[src/hdl/spq_pkg.sv]
// ----------------------------------------------------------------------------
// spq_pkg: shared types for the sorted priority task queue
// Opcodes, result status codes, the entry layout and the per-cell command.
// ----------------------------------------------------------------------------
`default_nettype none

package spq_pkg;

	localparam int unsigned PRIO_W   = 16;
	localparam int unsigned PAYLD_W  = 32;
	localparam int unsigned LIMIT_W  = 7;

	typedef enum logic [1:0] {
		OP_PUSH  = 2'd0,
		OP_POP   = 2'd1,
		OP_DRAIN = 2'd2,
		OP_CLOSE = 2'd3
	} opcode_t;

	typedef enum logic [1:0] {
		ST_DONE   = 2'd0,
		ST_FULL   = 2'd1,
		ST_EMPTY  = 2'd2,
		ST_CLOSED = 2'd3
	} status_t;

	typedef struct packed {
		logic signed [PRIO_W-1:0] prio;
		logic [PAYLD_W-1:0]       payload;
	} entry_t;

	// Broadcast to every cell in the cycle a request is taken
	typedef struct packed {
		logic   push;
		logic   pop;
		entry_t ent;
	} cell_cmd_t;

endpackage

`default_nettype wire

[src/hdl/spq_cell.sv]
// ----------------------------------------------------------------------------
// spq_cell: one slot of the sorted queue
// Holds one entry and its occupied bit. On push it keeps its entry, takes the
// new entry or takes its left neighbor's; on pop it takes its right neighbor's.
// ----------------------------------------------------------------------------
`default_nettype none

module spq_cell
	import spq_pkg::*;
(
	input  wire logic      clk,
	input  wire logic      arst_n,
	input  wire cell_cmd_t cmd,
	input  wire logic      left_keep,
	input  wire logic      left_valid,
	input  wire entry_t    left_data,
	input  wire logic      right_valid,
	input  wire entry_t    right_data,
	output logic           valid,
	output entry_t         data,
	output logic           keep
);

	logic   valid_q;
	entry_t data_q;

	// Entry stays ahead of a new task of equal or lower priority
	assign keep = valid_q && (data_q.prio >= cmd.ent.prio);

	always_ff @(posedge clk or negedge arst_n) begin
		if (!arst_n) begin
			valid_q <= 1'b0;
		end else if (cmd.push) begin
			valid_q <= left_valid;
		end else if (cmd.pop) begin
			valid_q <= right_valid;
		end
	end

	always_ff @(posedge clk) begin
		if (cmd.push && !keep) begin
			data_q <= left_keep ? cmd.ent : left_data;
		end else if (cmd.pop) begin
			data_q <= right_data;
		end
	end

	assign valid = valid_q;
	assign data  = data_q;

endmodule

`default_nettype wire

[config.mk]
export PLATFORM = sky130hd
export DESIGN_NAME = spq_cell
export DESIGN_NICKNAME = d
export VERILOG_FILES = /design/src/hdl/spq_pkg.sv /design/src/hdl/spq_cell.sv
export SDC_FILE = /design/constraint.sdc
export NUM_CORES = 1
export LEC_CHECK = 0
export BUFFER_PORTS_ARGS = -buffer_cell sky130_fd_sc_hd__buf_4
export CORE_MARGIN = 1
export CORE_UTILIZATION = 39
export DETAILED_ROUTE_END_ITERATION = 6
export GPL_ROUTABILITY_DRIVEN = 1
export PLACE_DENSITY = 0.8
export SLEW_MARGIN = 10
export SYNTH_ARGS = -nofsm -noshare
export SYNTH_HDL_FRONTEND = slang
export SYNTH_SLANG_ARGS = --single-unit
export TNS_END_PERCENT = 1
[constraint.sdc]
create_clock -name clk -period 2.9 [get_ports clk]
set_input_delay 0.29 -clock clk [delete_from_list [all_inputs] [get_ports clk]]
set_output_delay 0.29 -clock clk [all_outputs]
set_load 0.01 [all_outputs]
Word-level counts from Yosys, hierarchy flattened

Index checks and enable logic that the tools add are counted.

$lt $le $gt $ge: 1
Muxes and demuxes: 5
Reduce and logical (&&, ||, !) cells: 5

Operators with widths:

| cell                               | number |
|---|---|
| 2-to-1 mux 48 bit                  | 3 |
| greater-or-equal comparator 16 bit | 1 |
| nonzero test 2 bit                 | 2 |
| logical AND 1 bit                  | 2 |
| 2-to-1 mux 1 bit                   | 2 |
| zero test 1 bit                    | 1 |

Register bits: 49
Input bits: 151
Output and inout bits: 50
Logic and storage cells: 14

Logic depth before layout (Yosys ltp)

Depth in word-level cells: 5
Depth in mapped cells: 10

Worst setup path after synthesis

No wires, ideal clock.

Kind: flip-flop to flip-flop
From: reg data_q, in the netlist data[47]
To: reg data_q, in the netlist data[0] (enable)
Library setup time: 384 ps
Arrival time: 2818 ps
Data required time: 2516 ps
Path slack: -302 ps
Stages on the path, launching flop included: 10
Path buffers: 2
Period minus slack after synthesis: 3202 ps
Cell sequence: edfxtp_1 ha_1 nand4_1 nor2_1 a221oi_1 nand3_1 o311ai_2 buf_6 buf_8 or2_2

Word-level cells in the longest chain between the ends: 5

Ends and longest elaborated chain:

| item                               | line           | RTL |
|---|---|---|
| start: declaration                 | spq_cell.sv:25 | `entry_t data_q;` |
| start signal: assignment           | spq_cell.sv:42 | `data_q <= left_keep ? cmd.ent : left_data;` |
| start signal: assignment           | spq_cell.sv:44 | `data_q <= right_data;` |
| greater-or-equal comparator 16 bit | spq_cell.sv:28 | `assign keep = valid_q && (data_q.prio >= cmd.ent.prio);` |
| logical AND 1 bit                  | spq_cell.sv:28 |  |
| zero test 1 bit                    | spq_cell.sv:41 | `if (cmd.push && !keep) begin` |
| logical AND 1 bit                  | spq_cell.sv:41 |  |
| nonzero test 2 bit (no line)       | n/a            |  |

Every way passes these cells.
A chain may end at the register's enable or synchronous reset.

Worst setup path in the final report

From: reg data_q, in the netlist data[37]
To: reg data_q, in the netlist data[7], data pin

Word-level cells in the longest chain between the ends: 5

Ends and longest elaborated chain:

| item                               | line |
|---|---|
| greater-or-equal comparator 16 bit | spq_cell.sv:28 |
| logical AND 1 bit                  | spq_cell.sv:28 |
| zero test 1 bit                    | spq_cell.sv:41 |
| logical AND 1 bit                  | spq_cell.sv:41 |
| 2-to-1 mux 48 bit                  | spq_cell.sv:41 |

Every way passes these cells.

==> flow_metrics.py <==
metrics = {
    "timing": {
        "maxSlewViolCount": 0,
        "rsz0062_at_grt": "yes",
        "fin_crit_ps": 2760,
        "final-hold-violation-count": 0,
        "finalCritPeriodShare": 0.953,
        "clock_skew_ps": 7.92,
        "setup_violations": 0,
        "tightest_slew_ps": 664,
        "slew_headroom": 0.553,
        "finalHoldWorstSlack_ps": 205,
        "fmax_ghz": 0.362,
    },
    "drt": {
        "drtPass1Iterations": 4,
        "drtAntennaViolNets": 0,
        "drt_iter0_markers": 70,
        "via_per_inst": 4.80,
        "wl_mm": 8.02,
        "vias": 2531,
        "routedWlPerCell_um": 15.2,
        "drc": 0,
    },
    "clocking": {
        "tritoncts": "done",
        "path_clk_slew_ps": 90,
        "clockRootBuffer": "clkbuf_8",
        "numCtsBuffers": 5,
        "htree_num_levels": 2,
        "cts_setup_buffers": 0,
        "clk_latency_ps": 290,
        "clockBufferDepth": 2,
        "cts.sink_count": 49,
    },
    "final_layout": {
        "diodes": 0,
        "final_nets": 591,
        "layout-drive-gt1-share": 0.711,
        "stdcell_area_mm2": 0.00488,
        "area_growth_pct": 57.7,
        "fill_cells": 620,
    },
    "global_routing": {
        "grt_usage": 0.193,
        "grt_max_degree": 49,
        "antenna_found_initial": 0,
        "grt_first_pass_wirelength_mm": 12.5,
        "grt_overflow_total": 0,
        "grt_pass1_vias": 2680,
    },
    "synth": {
        "netlist_instances": 222,
        "synth_top_area_frac": 0.466,
        "ys_seq_elements": 49,
        "ys_warn_count": 0,
        "ys_seq_area_frac": 0.474,
        "synth_area_leaders": "edfxtp_1 47%, mux2_2 32%, ha_1 6.5%, mux2_1 3.3%, inv_1 2.1%",
        "synth.cell_area_mm2": 0.00309,
        "synth_edf_count": 48,
        "async_flop_share": 0.0204,
        "avgSynthCellArea_um2": 13.9,
        "yosys.cell_types.count": 28,
        "synth-main-ff-cell": "edfxtp_1",
        "synth_nets": 389,
        "yosysTopAreaCell": "edfxtp_1",
    },
    "power": {
        "power_density_mw_per_mm2": 529,
        "leakage_nw": 2.21,
        "total_power_mw": 2.58,
        "ir_drop_v": 0.000289,
    },
    "setup_path": {
        "cp-end-kind": "flip-flop",
        "cp.arrival_ps": 2820,
        "startpoint": "data[37]",
        "r2r-start": "data[37]",
        "path_class": "reg2reg",
        "setup.worst_path.start_class": "flip-flop",
        "worst_ep_required_time_ps": 2950,
        "cp_max_fo": 23,
    },
    "hold_path": {
        "hold_start": "left_valid",
        "worstHoldPathType": "in2reg",
    },
    "placed_design": {
        "dp_hpwl_mm": 6.44,
        "finalWeightedCongestion": 0.727,
        "place_area_mm2": 0.00475,
        "io_buffer_count": 200,
    },
    "die": {
        "die_w_um": 91.1,
        "ios": 201,
        "die_y_um": 91.1,
        "rows": 32,
        "start_util": 0.402,
        "dieArea_mm2": 0.00829,
        "core_mm2": 0.00769,
    },
    "run_status": {
        "status": "complete, no violations",
    },
    "run": {
        "maxCapViolCount": 0,
    },
}
cell usage in the layout (no fill, tap or decap), types with 2 or more instances in the layout:
| master | synthesis | final |
|---|---|---|
| mux2_1 | 9 | 9 |
| clkbuf_8 | 0 | 5 |
| nand4_1 | 4 | 4 |
| nand2b_1 | 2 | 2 |
| inv_1 | 17 | 17 |
| o21ai_0 | 3 | 3 |
| nand3_1 | 2 | 2 |
| ha_1 | 16 | 15 |
| mux2_2 | 87 | 87 |
| a21oi_1 | 6 | 6 |
| nand2_1 | 5 | 5 |
| edfxtp_1 | 48 | 48 |
| buf_4 | 3 | 200 |
| buf_12 | 0 | 3 |
what timing repair did:
action | CTS | global route
gates cloned | 0 | 0
gates resized for setup | 1 | 1
endpoints found under the setup margin | 23 | 92
hold buffers | 1 | 0
hold endpoints to repair | 1 | 0
synth_stat cells (all sizes together) (2+ instances only):
library cell   n
a21oi          6
inv           17
clkbuf         5
mux2          96
nand3          2
nand2          5
edfxtp        48
nand2b         2
o21ai          3
nand4          4
ha            16
buf            5
metal layers:
| layer | global-route usage | part of all wire |
|---|---|---|
| met3 | 0.0578 | 0.090 |
| met1 | 0.211 | 0.36 |
| met5 | 0 | 0 |
| met4 | 0.0476 | 0.014 |
| met2 | 0.362 | 0.54 |
stage by stage:
stage          instances  utilization  setup TNS, ps  setup slack (ps)
3_5_place_dp         518        0.618           -793             -59.7
5_1_grt              527        0.635           -155             -9.85
6_report             527        0.635              0               137
4_1_cts              527        0.634              0              24.1
2_1_floorplan        222            -              0              3.41
3_3_place_gp         518        0.618              0              91.9
critical path: stages (launching register included):
cell	delay, ps
edfxtp_1	410
ha_1	310
a21oi_1	160
o21ai_0	140
a221oi_2	290
nand3_1	190
o311ai_4	340
buf_6	290
mux2_2	370
final cells by class:
cell class,count,area [um^2],share of cell area
Timing Repair Buffer,205,1580,0.324
Tap cell,102,128,0.0262
Clock buffer,6,72.6,0.0149
Multi-Input combinational cell,146,1530,0.313
Clock inverter,2,38.8,0.00795
Sequential cell,49,1470,0.301
Inverter,17,63.8,0.0131
final timing paths:
check	to	slack [ps]	cells past startpoint
worst max-delay path	data[7]	140	8
worst min-delay path	valid	210	3
worst max register to register	data[7]	140	8
worst min register to register	valid	640	2
max in group asynchronous	valid	2520	2
min in group asynchronous	valid	300	2
power by group:
group          switching (mW)  leakage, nW  internal [mW]
logic                   0.435         1.66          0.610
registers              0.0620        0.499          0.988
clock network           0.228       0.0554          0.259
kinds of logic (layout without fill, tap and decap cells):
family | count (synthesis) | count (layout) | synth area share
multiplexers | 97 | 97 | 0.353
flip-flops | 49 | 49 | 0.474
buffers and inverters | 27 | 230 | 0.0425
AND/OR/NAND/NOR | 17 | 17 | 0.0287
adder cells (fa/ha/maj) | 16 | 16 | 0.0647
AO/OA/AOI/OAI | 15 | 15 | 0.0344
XOR/XNOR | 1 | 1 | 0.00283
state kept, by name, summed over array words and instances (netlist names):
name / count
data: 48
valid: 1
(Power assumes the default switching activity.)
